`src/rtl/core/s2a_pkg.sv`:
```
// Shared types, constants and the translation tables of the scancode unit.
`timescale 1ns / 1ps

package s2a_pkg;

   localparam int TABLE_ROWS = 58;

   typedef enum logic [1:0] {
      OP_SCAN  = 2'd0,
      OP_POP   = 2'd1,
      OP_CLEAR = 2'd2
   } opcode_type;

   localparam logic [7:0] SC_LSHIFT_MAKE  = 8'h2A;
   localparam logic [7:0] SC_RSHIFT_MAKE  = 8'h36;
   localparam logic [7:0] SC_LSHIFT_BREAK = 8'hAA;
   localparam logic [7:0] SC_RSHIFT_BREAK = 8'hB6;
   localparam logic [7:0] SC_CAPS         = 8'h3A;
   localparam logic [7:0] SC_UP           = 8'h48;
   localparam logic [7:0] SC_DOWN         = 8'h50;
   localparam logic [7:0] SC_LEFT         = 8'h4B;
   localparam logic [7:0] SC_RIGHT        = 8'h4D;
   localparam logic [7:0] SC_QUOTE_ROW    = 8'h27;

   localparam logic [7:0] CHAR_LOWER_A = 8'h61;
   localparam logic [7:0] CHAR_LOWER_Z = 8'h7A;

   localparam logic [2:0] REG_LAYOUT = 3'd0;
   localparam logic [2:0] REG_UP     = 3'd1;
   localparam logic [2:0] REG_DOWN   = 3'd2;
   localparam logic [2:0] REG_LEFT   = 3'd3;
   localparam logic [2:0] REG_RIGHT  = 3'd4;

   // Each row holds the shifted character in the upper byte and the plain one below.
   localparam logic [15:0] XLAT_EN [TABLE_ROWS] = '{
      16'h0000, 16'h1B1B, 16'h2131, 16'h4032, 16'h2333, 16'h2434, 16'h2535, 16'h5E36,
      16'h2637, 16'h2A38, 16'h2839, 16'h2930, 16'h5F2D, 16'h2B3D, 16'h0808, 16'h0909,
      16'h5171, 16'h5777, 16'h4565, 16'h5272, 16'h5474, 16'h5979, 16'h5575, 16'h4969,
      16'h4F6F, 16'h5070, 16'h7B5B, 16'h7D5D, 16'h0A0A, 16'h0000, 16'h4161, 16'h5373,
      16'h4464, 16'h4666, 16'h4767, 16'h4868, 16'h4A6A, 16'h4B6B, 16'h4C6C, 16'h3A3B,
      16'h2227, 16'h7E60, 16'h0000, 16'h7C5C, 16'h5A7A, 16'h5878, 16'h4363, 16'h5676,
      16'h4262, 16'h4E6E, 16'h4D6D, 16'h3C2C, 16'h3E2E, 16'h3F2F, 16'h0000, 16'h0000,
      16'h0000, 16'h2020
   };

   localparam logic [15:0] XLAT_ES [TABLE_ROWS] = '{
      16'h0000, 16'h1B1B, 16'h2131, 16'h2232, 16'h2333, 16'h2434, 16'h2535, 16'h2636,
      16'h2F37, 16'h2838, 16'h2939, 16'h3D30, 16'h3F27, 16'h7D7C, 16'h0808, 16'h0909,
      16'h5171, 16'h5777, 16'h4565, 16'h5272, 16'h5474, 16'h5979, 16'h5575, 16'h4969,
      16'h4F6F, 16'h5070, 16'h2260, 16'h2A2B, 16'h0A0A, 16'h0000, 16'h4161, 16'h5373,
      16'h4464, 16'h4666, 16'h4767, 16'h4868, 16'h4A6A, 16'h4B6B, 16'h4C6C, 16'h7E7F,
      16'h5B7B, 16'h7E60, 16'h0000, 16'h5D7D, 16'h5A7A, 16'h5878, 16'h4363, 16'h5676,
      16'h4262, 16'h4E6E, 16'h4D6D, 16'h3B2C, 16'h3A2E, 16'h5F2D, 16'h0000, 16'h0000,
      16'h0000, 16'h2020
   };

   typedef struct packed {
      logic       push;
      logic       pop;
      logic       clear;
      logic [7:0] data;
   } fifo_cmd_type;

   function automatic logic [15:0] xlat_row(input logic layout, input logic [5:0] idx);
      logic [15:0] row;
      row = 16'h0000;
      if (int'(idx) < TABLE_ROWS) begin
         row = layout ? XLAT_ES[idx] : XLAT_EN[idx];
      end
      return row;
   endfunction

endpackage

```
`src/rtl/core/s2a_char_fifo.sv`:
```
// Ring buffer of characters with a prefetched oldest word and a newest-word register.
`timescale 1ns / 1ps

module s2a_char_fifo #(
   parameter int DEPTH = 64
) (
   input  logic                         clock,
   input  logic                         reset,
   input  s2a_pkg::fifo_cmd_type        cmd,
   output logic [$clog2(DEPTH+1)-1:0]   count,
   output logic [7:0]                   head_char,
   output logic [7:0]                   last_char
);
   import s2a_pkg::*;

   localparam int AW = $clog2(DEPTH);
   localparam int CW = $clog2(DEPTH + 1);

   logic [7:0]    mem [DEPTH];
   logic [AW-1:0] head_ff, head_in;
   logic [AW-1:0] tail_ff, tail_in;
   logic [CW-1:0] count_ff, count_in;
   logic [7:0]    newest_ff, newest_in;
   logic [7:0]    rd_ff;
   logic          byp_ff;
   logic [7:0]    byp_data_ff;

   function automatic logic [AW-1:0] ptr_inc(input logic [AW-1:0] p);
      logic [AW-1:0] q;
      q = (p == AW'(DEPTH - 1)) ? '0 : p + 1'b1;
      return q;
   endfunction

   always_comb begin
      head_in   = head_ff;
      tail_in   = tail_ff;
      count_in  = count_ff;
      newest_in = newest_ff;
      if (cmd.clear) begin
         head_in  = '0;
         tail_in  = '0;
         count_in = '0;
      end else if (cmd.push) begin
         tail_in   = ptr_inc(tail_ff);
         count_in  = count_ff + 1'b1;
         newest_in = cmd.data;
      end else if (cmd.pop) begin
         head_in  = ptr_inc(head_ff);
         count_in = count_ff - 1'b1;
      end
   end

   always_ff @(posedge clock) begin
      if (reset) begin
         head_ff  <= '0;
         tail_ff  <= '0;
         count_ff <= '0;
         byp_ff   <= 1'b0;
      end else begin
         head_ff  <= head_in;
         tail_ff  <= tail_in;
         count_ff <= count_in;
         byp_ff   <= cmd.push && !cmd.clear && (tail_ff == head_in);
      end
      newest_ff   <= newest_in;
      byp_data_ff <= cmd.data;
   end

   // The oldest word is read every cycle at the next head address; a write to
   // that same address in the same cycle is forwarded instead.
   always_ff @(posedge clock) begin
      if (cmd.push && !cmd.clear) begin
         mem[tail_ff] <= cmd.data;
      end
      rd_ff <= mem[head_in];
   end

   assign count     = count_ff;
   assign head_char = byp_ff ? byp_data_ff : rd_ff;
   assign last_char = (count_ff != '0) ? newest_ff : 8'h00;

endmodule

```
`src/rtl/core/scancode_to_ascii_fifo_unit.sv`:
```
// Top level of the set-1 scancode translator with its character buffer.
`timescale 1ns / 1ps

// A command word (req_opcode, req_scancode) is taken at each rising edge at
// which start is high; busy is always low, so a word may be given every cycle.
// Opcode scan translates a scancode, updates the shift and caps flags or
// stores an arrow code; pop removes the oldest character; clear empties the
// buffer. Every command word gives exactly one result word, shown for one
// cycle with rsp_valid high from the rising edge after the one that took the
// command. The command passes an input register, is worked combinationally
// against the buffer state, and its result is registered, so throughput is
// one word per cycle. The oldest character is prefetched from the buffer
// memory every cycle, which lets pops follow each other without a gap.
// The receiver cannot stall the result channel; a result not taken is lost.
// Reset empties the buffer, clears shift and caps, and restores the layout and
// arrow code registers; buffer contents themselves are not cleared.
// Registers sit on the APB-style port at byte addresses 0, 4, 8, 12 and 16.
module scancode_to_ascii_fifo_unit #(
   parameter int FIFO_DEPTH = 64
) (
   input  logic        clock,
   input  logic        reset,
   input  logic        start,
   output logic        busy,
   input  logic [1:0]  req_opcode,
   input  logic [7:0]  req_scancode,
   output logic        rsp_valid,
   output logic [7:0]  rsp_key_out,
   output logic        rsp_key_valid,
   output logic [7:0]  rsp_last_char,
   output logic [6:0]  rsp_fill_count,
   output logic        rsp_dropped,
   input  logic        psel,
   input  logic        penable,
   input  logic        pwrite,
   input  logic [4:0]  paddr,
   input  logic [31:0] pwdata,
   output logic [31:0] prdata,
   output logic        pready
);
   import s2a_pkg::*;

   localparam int CW = $clog2(FIFO_DEPTH + 1);

   logic          layout_ff;
   logic [7:0]    up_ff, down_ff, left_ff, right_ff;
   logic [2:0]    reg_idx;
   logic          reg_write;

   logic          in_valid_ff;
   opcode_type    op_ff;
   logic [7:0]    sc_ff;

   logic          shift_ff, shift_in;
   logic          caps_ff, caps_in;
   logic          push_req;
   logic [7:0]    push_data;
   logic [15:0]   row_word;
   logic          letter;
   logic          full;
   fifo_cmd_type  cmd;

   logic [CW-1:0] count;
   logic [CW+6:0] count_ext;
   logic [7:0]    head_char;
   logic [7:0]    last_char;

   logic          rsp_valid_ff;
   logic [7:0]    key_ff;
   logic          key_valid_ff;
   logic          dropped_ff;

   assign busy    = 1'b0;
   assign pready  = 1'b1;
   assign reg_idx = paddr[4:2];
   assign reg_write = psel && penable && pwrite;

   always_ff @(posedge clock) begin
      if (reset) begin
         layout_ff <= 1'b1;
         up_ff     <= 8'd128;
         down_ff   <= 8'd129;
         left_ff   <= 8'd130;
         right_ff  <= 8'd131;
      end else if (reg_write) begin
         case (reg_idx)
            REG_LAYOUT: layout_ff <= pwdata[0];
            REG_UP:     up_ff     <= pwdata[7:0];
            REG_DOWN:   down_ff   <= pwdata[7:0];
            REG_LEFT:   left_ff   <= pwdata[7:0];
            REG_RIGHT:  right_ff  <= pwdata[7:0];
            default: begin
            end
         endcase
      end
   end

   always_comb begin
      case (reg_idx)
         REG_LAYOUT: prdata = {31'd0, layout_ff};
         REG_UP:     prdata = {24'd0, up_ff};
         REG_DOWN:   prdata = {24'd0, down_ff};
         REG_LEFT:   prdata = {24'd0, left_ff};
         REG_RIGHT:  prdata = {24'd0, right_ff};
         default:    prdata = 32'd0;
      endcase
   end

   always_ff @(posedge clock) begin
      if (reset) begin
         in_valid_ff <= 1'b0;
      end else begin
         in_valid_ff <= start && !busy;
      end
      op_ff <= opcode_type'(req_opcode);
      sc_ff <= req_scancode;
   end

   assign full     = (count == CW'(FIFO_DEPTH));
   assign row_word = xlat_row(layout_ff, sc_ff[5:0]);
   assign letter   = (sc_ff == SC_QUOTE_ROW) ||
                     ((row_word[7:0] >= CHAR_LOWER_A) && (row_word[7:0] <= CHAR_LOWER_Z));

   always_comb begin
      shift_in  = shift_ff;
      caps_in   = caps_ff;
      push_req  = 1'b0;
      push_data = 8'h00;
      if (in_valid_ff && (op_ff == OP_SCAN)) begin
         case (sc_ff)
            SC_LSHIFT_MAKE, SC_RSHIFT_MAKE:   shift_in = 1'b1;
            SC_LSHIFT_BREAK, SC_RSHIFT_BREAK: shift_in = 1'b0;
            SC_CAPS:                          caps_in  = !caps_ff;
            SC_UP: begin
               push_req  = 1'b1;
               push_data = up_ff;
            end
            SC_DOWN: begin
               push_req  = 1'b1;
               push_data = down_ff;
            end
            SC_LEFT: begin
               push_req  = 1'b1;
               push_data = left_ff;
            end
            SC_RIGHT: begin
               push_req  = 1'b1;
               push_data = right_ff;
            end
            default: begin
               if ((sc_ff != 8'h00) && (sc_ff < 8'(TABLE_ROWS))) begin
                  push_req  = 1'b1;
                  push_data = ((letter && caps_ff) || shift_ff) ? row_word[15:8]
                                                                : row_word[7:0];
               end
            end
         endcase
      end
   end

   always_comb begin
      cmd.push  = push_req && !full;
      cmd.pop   = in_valid_ff && (op_ff == OP_POP) && (count != '0);
      cmd.clear = in_valid_ff && (op_ff == OP_CLEAR);
      cmd.data  = push_data;
   end

   s2a_char_fifo #(
      .DEPTH(FIFO_DEPTH)
   ) u_fifo (
      .clock     (clock),
      .reset     (reset),
      .cmd       (cmd),
      .count     (count),
      .head_char (head_char),
      .last_char (last_char)
   );

   always_ff @(posedge clock) begin
      if (reset) begin
         shift_ff     <= 1'b0;
         caps_ff      <= 1'b0;
         rsp_valid_ff <= 1'b0;
      end else begin
         shift_ff     <= shift_in;
         caps_ff      <= caps_in;
         rsp_valid_ff <= in_valid_ff;
      end
      key_ff       <= cmd.pop ? head_char : 8'h00;
      key_valid_ff <= cmd.pop;
      dropped_ff   <= push_req && full;
   end

   // Buffer state seen here is the state left by the word being reported.
   assign count_ext      = {7'd0, count};
   assign rsp_valid      = rsp_valid_ff;
   assign rsp_key_out    = key_ff;
   assign rsp_key_valid  = key_valid_ff;
   assign rsp_dropped    = dropped_ff;
   assign rsp_last_char  = last_char;
   assign rsp_fill_count = count_ext[6:0];

endmodule

```
`config.mk`:
```
export PLATFORM = sky130hd
export DESIGN_NAME = scancode_to_ascii_fifo_unit
export DESIGN_NICKNAME = d
export VERILOG_FILES = /design/src/rtl/core/s2a_pkg.sv /design/src/rtl/core/s2a_char_fifo.sv /design/src/rtl/core/scancode_to_ascii_fifo_unit.sv
export SDC_FILE = /design/constraint.sdc
export NUM_CORES = 1
export LEC_CHECK = 0
export BUFFER_PORTS_ARGS = -buffer_cell sky130_fd_sc_hd__buf_2
export CAP_MARGIN = 0
export CORE_AREA = 2 2 283 285
export CTS_CLUSTER_SIZE = 25
export DETAILED_ROUTE_END_ITERATION = 7
export DIE_AREA = 0 0 285 287
export PLACE_DENSITY = 0.54
export SETUP_SLACK_MARGIN = 0.15
export SLEW_MARGIN = 20
export SYNTH_ARGS = -nofsm -noshare
export SYNTH_HDL_FRONTEND = slang
export SYNTH_SLANG_ARGS = --single-unit
```
`constraint.sdc`:
```
create_clock -name clock -period 8.3 [get_ports clock]
set_input_delay 0.83 -clock clock [delete_from_list [all_inputs] [get_ports clock]]
set_output_delay 0.83 -clock clock [all_outputs]
set_load 0.01 [all_outputs]
```
==> results of run 1 <==
## worst max-delay path, delay by kind of cell (launching register included)
family	cells	cell delay, ps
AO/OA/AOI/OAI	2	480
AND/OR/NAND/NOR	7	3490
buffers and inverters	1	280
flip-flops	1	840
## sequential cells by signal, indices dropped and copies added, names as in the netlist, 2 cells and up
name and count:
rsp_key_out 8, u_fifo.mem 512, op_ff 2, down_ff 8, u_fifo.newest_ff 8, up_ff 8
left_ff 8, u_fifo.count 7, sc_ff 8, u_fifo.rd_ff 8, u_fifo.head_ff 6, u_fifo.byp_data_ff 8
u_fifo.tail_ff 6, right_ff 8
## logic make-up (layout without fill, tap and decap cells)
group           Yosys count  after routing  share of synthesized area (%)
compound gates          441            441                          11.01
other cells               2             26                        0.02754
buf+inv                 185            226                          3.272
fa+ha+maj                22             22                          1.037
mux                     144            144                          6.397
xor+xnor                 14             14                         0.4497
flops                   613            613                          64.10
simple gates            821            821                          13.70
## cell type report
type | instances | area (um^2)
flip-flops and latches | 613 | 17480
well taps | 1050 | 1314
clock buffers | 72 | 1609
fillers | 7491 | 48070
multi-input cells | 1468 | 9149
clock inverters | 40 | 340.3
inverters | 19 | 71.32
repair buffers | 95 | 583.1
## report_power, final
part | total [mW] | internal [mW] | switching [mW]
sequential | 3.31 | 3.30 | 0.0106
combinational | 0.241 | 0.0796 | 0.161
clock | 2.70 | 1.51 | 1.19
total | 6.26 | 4.89 | 1.37
## metrics by stage
stage / power [mW] / hold WS [ps]
after floorplan: 3.548 / 436.5
after global placement: 3.612 / 450.7
after detailed placement: 3.614 / 452.2
after CTS: 6.301 / 270.1
after global routing: 6.441 / 273.6
final: 6.256 / 301.5
## per-layer routing
layer  part of all wire, %  global-route usage (%)  vias up
li1                      -                       -     8413
met4                   2.2                   4.777        2
met3                   7.5                   3.151      113
met1                    43                   25.54     9289
met5                 0.017                       0        -
met2                    47                   29.81      752
## how the worst max path moves through the flow
stage / cells past startpoint / from / slack, ps / endpoint
3_5_place_dp: 13 / sc_ff[1] / 2890 / u_fifo.mem[8][4]
2_1_floorplan: 13 / sc_ff[1] / 2420 / u_fifo.mem[0][2]
4_1_cts: 13 / sc_ff[1] / 2880 / u_fifo.mem[36][4]
6_report: 10 / sc_ff[3] / 2810 / u_fifo.mem[38][6]
3_3_place_gp: 13 / sc_ff[1] / 3000 / u_fifo.mem[8][4]
5_1_grt: 10 / sc_ff[3] / 2510 / u_fifo.mem[38][6]
## placed cells by master, fill, tap and decap left out, types with 14 or more instances in the layout
| cell type | n |
|---|---|
| ha_1 | 21 |
| clkbuf_16 | 61 |
| o21ai_0 | 67 |
| a211oi_1 | 14 |
| nand2_1 | 385 |
| edfxtp_1 | 520 |
| conb_1 | 26 |
| mux2_2 | 17 |
| nand3_1 | 94 |
| clkinv_1 | 16 |
| nand4_1 | 17 |
| a32oi_1 | 26 |
| mux4_2 | 21 |
| a22oi_1 | 21 |
| nor2_1 | 162 |
| and3_1 | 28 |
| buf_2 | 60 |
| a311oi_1 | 25 |
| nand2b_1 | 17 |
| nor2b_1 | 25 |
| a31oi_1 | 35 |
| dfxtp_1 | 91 |
| mux2i_1 | 100 |
| inv_1 | 15 |
| a21oi_1 | 123 |
| buf_4 | 34 |
==> results.txt, run 1 <==
status: finished clean
DRT Pass-1 Iters: 5
synth warn: 0
synth unique cells: 87
hold-fix buffers at CTS: 0
synthesized area per cell: 12.16 um^2
post-detail-place hpwl: 47510 um
top-count cell post-synth: edfxtp_1
CP max stage delay: 980 ps
Initial Util: 34.68%
Worst Hold Launch: req_scancode[5]
CP Cell Sequence: nand2b_4 > or3_1 > nor3b_4 > or4_1 > o21ai_2 > a21oi_4 > inv_2 > nor2_1 > nand3_1 > nor2_1
Placed Instances: 3244
WL final: 77030 um
Die X-Extent: 285 um
synth top area cells: edfxtp_1 (57%), dfxtp_1 (6.8%), nand2_1 (5.3%), mux2i_1 (3.7%), nor2_1 (2.3%)
# rows: 103
gr ovfl total: 0
PD cells: 204.8 nW/um^2
fin worst setup slack: 2812 ps
DRC: 0
Skew-Pair Late Insertion Delay: 630 ps
drt wl/cell: 22.95 um
Vias/cell: 5.531
Antenna Nets Post-Route: 0
via count: 18569
Critical Path RT: 8540 ps
critical-path maximum fanout: 41
placed inst area: 28560 um^2
Root Buffer: clkbuf_16
r2r worst-path depth: 10
post-CTS sizing: 0
Rel. slew slack: 30.73%
Diodes inserted: 0
nets: 2332
first-pass GRT wire length: 114800 um
RR Endpoint: u_fifo.mem[38][6]
non-filler cells, final: 3357
synth cell count leaders: edfxtp_1 (520), nand2_1 (385), nor2_1 (166)
leakage: 10.30 nW
clk_skew: 26.40 ps
Final Cell Area: 30550 um^2
CTS tree: done
Post-Syn Instances: 2242
initial detailed-routing violation count: 1886
Worst Max-Slew Pin Slew: 1039 ps
total negative setup slack: 0 ps
Hold Path Depth: 1
critical path's most frequent cell: nor2_1
RSZ-0062 raised after global routing: no
Slew Limit Fails: 0
share of layout cells above drive strength 1: 12.05%
Final Hold Fails: 0
cts bufs inserted: 60
Core ar.: 78610 um^2
post-route minimum period: 5488 ps
vias in the first global route: 17684
die height: 287 um
initial antenna violation count: 1
Hold Path End: sc_ff[5]
worst hold path type: in2reg
area added between synthesis and finish: 12.03%
number of synthesized flops with an enable pin: 520
sequential fraction of the synthesis area: 64.10%
GRT Util Overall: 18.37%
pre-CTS setup slack: 2889 ps
clk slew on worst S/H paths: 60 ps
CTS Buffer Depth: 3
#FFs+latches synth: 613
nature of the critical path startpoint: register
Reg2Reg Setup Slack: 2810 ps
placer congestion estimate: 0.8753
synthesized cell area: 27260 um^2
Die ar.: 81800 um^2
CP max-delay cell: nor2_1
Worst EP arrival: 5730 ps
worst r2r src: sc_ff[3]
Post-CTS Setup Inserts: 0
final core utilization: 38.86%
# setup viols final: 0
Peak Freq: 182.2 MHz
Clock Sinks: 613
# H-tree levels: 2
cell taking the most area after synthesis: edfxtp_1
Yosys top cell area share: 57.27%
maxcap violations: 0
asr flop ratio synth: 0%
endpoint type of the worst setup path: register
pin count of the biggest net entering global routing: 70
# IOs: 113
Post-synth top flop: edfxtp_1
worst vdd ir: 0.0001275 V
final worst-path cycle share: 66.12%
Crit Path Class: reg2reg
port buffer count: 60
Power figures use the tool's default switching activity.
==> run 2, diff against run 1 <==
==> constraint.sdc (replaced) <==
create_clock -name clock -period 5.39 [get_ports clock]
set_input_delay 0.539 -clock clock [delete_from_list [all_inputs] [get_ports clock]]
set_output_delay 0.539 -clock clock [all_outputs]
set_load 0.01 [all_outputs]
==> results.txt, run 2 (same netlist as run 1, synthesis figures left out) <==
status: finished clean
DRT met1 WL: 34900 um
maxcap violations: 0
Clock Sinks: 613
Final Hold Fails: 0
uppermost layer routed: met5
PD cells: 317.9 nW/um^2
worst hold path type: in2reg
most frequent cells in the layout: edfxtp_1 (520), nand2_1 (385), nor2_1 (163), a21oi_1 (123), buf_4 (112)
placer congestion estimate: 0.8912
# H-tree levels: 2
Hold Slack: 104.5 ps
worst vdd ir: 0.0003053 V
r2r worst-path depth: 11
drt wl/cell: 22.80 um
Slew Limit Fails: 0
post-detail-place hpwl: 51200 um
final worst-path cycle share: 89.61%
vias in the first global route: 18239
Rel. slew slack: 25.27%
endpoint type of the worst setup path: register
cts bufs inserted: 60
nature of the critical path startpoint: register
first-pass GRT wire length: 117900 um
gr ovfl total: 0
Design Power: 10.03 mW
most common cell after layout, fill and taps aside: edfxtp_1
post-route minimum period: 4830 ps
met3 wire len: 5467 um
leakage: 10.86 nW
die height: 287 um
CTS Buffer Depth: 3
Hold Path Depth: 2
pin count of the biggest net entering global routing: 67
WL final: 78690 um
Peak Freq: 207.1 MHz
Worst Max-Slew Pin Slew: 1118 ps
worst r2r src: sc_ff[1]
# IOs: 113
Die ar.: 81800 um^2
Post-CTS Setup Inserts: 0
Vias/cell: 5.449
GRT Util Overall: 18.94%
Crit Path Class: reg2reg
initial detailed-routing violation count: 1871
# setup viols final: 0
RSZ-0062 raised after global routing: no
Worst EP arrival: 5190 ps
CTS tree: done
area added between synthesis and finish: 15.65%
fillcell total: 7475
met2 WL: 36780 um
port buffer count: 60
Skew-Pair Late Insertion Delay: 650 ps
Antenna Nets Post-Route: 0
clk slew on worst S/H paths: 70 ps
max FFs per register: 512
share of layout cells above drive strength 1: 15.29%
DRT Pass-1 Iters: 5
DRC: 0
Reg with most FFs: u_fifo.mem
Worst setup startpoint: sc_ff[1]
Worst Hold Launch: start
Root Buffer: clkbuf_16
Critical Path RT: 5750 ps
Die X-Extent: 285 um
Register Area: 17480 um^2
Diodes inserted: 0
multi-input logic area: 9146 um^2
via count: 18806
Initial Util: 34.68%
total negative setup slack: 0 ps
initial antenna violation count: 2
nets: 2425
# rows: 103
critical-path maximum fanout: 36
clk_skew: 68.36 ps
Core ar.: 78610 um^2
[run 2: cell types whose count changed in the layout (fill, tap and decap cells not counted), moves of 2 or more]
cell / delta
buf_4: +78
dlygate4sd3_1: +10
bufinv_16: +7
buf_12: +6
clkinv_1: -6
clkinv_2: -5
clkinvlp_4: +5
inv_4: +2
[run 2: metrics by stage]
step	utilization, %	setup slack (ps)	cells	cell area (um^2)
4_1_cts	40.11	628.7	3451	31530
3_5_place_dp	37.23	754.7	3328	29270
5_1_grt	40.11	287.0	3451	31530
6_report	40.11	560.3	3451	31530
3_3_place_gp	37.23	870.4	3328	29270
2_1_floorplan	-	365.3	2266	27390
[run 2: final timing paths]
check                                          to  slack (ps)
worst min-delay path                  in_valid_ff         100
worst max register to register  u_fifo.mem[48][0]         560
worst max-delay path            u_fifo.mem[48][0]         560
worst min register to register     rsp_key_out[7]         460
[run 2: what timing repair did]
action	in CTS	in global routing
hold buffers	10	0
hold endpoints to repair	10	0
resized for setup	0	0
[run 2: cell type report]
cell class	count	share of cell area, %
flip-flops and latches	613	55.43
multi-input cells	1468	29.01
clock buffers	71	5.123
repair buffers	188	4.317
well taps	1050	4.166
clock inverters	42	1.730
inverters	19	0.2262
[run 2: critical path, stage by stage (launching register included)]
cell and delay [ps]:
dfxtp_1 310, inv_1 250, ha_1 530, mux2i_1 250, a211oi_1 100, a2111oi_0 780
o32ai_1 250, a2111oi_2 580, o21ai_2 190, mux2i_1 250, o22ai_4 530, buf_4 470
[run 2: power by group]
group / internal, mW / switching [mW]
Combinational: 0.132 / 0.252
Sequential: 5.09 / 0.0159
Clock: 2.68 / 1.86
[run 2: layer usage]
| layer | vias to the layer above | GRT usage [%] |
|---|---|---|
| met3 | 101 | 3.397 |
| met2 | 671 | 30.55 |
| li1 | 8575 | - |
| met4 | 4 | 4.568 |
| met1 | 9455 | 26.52 |
| met5 | - | 0 |
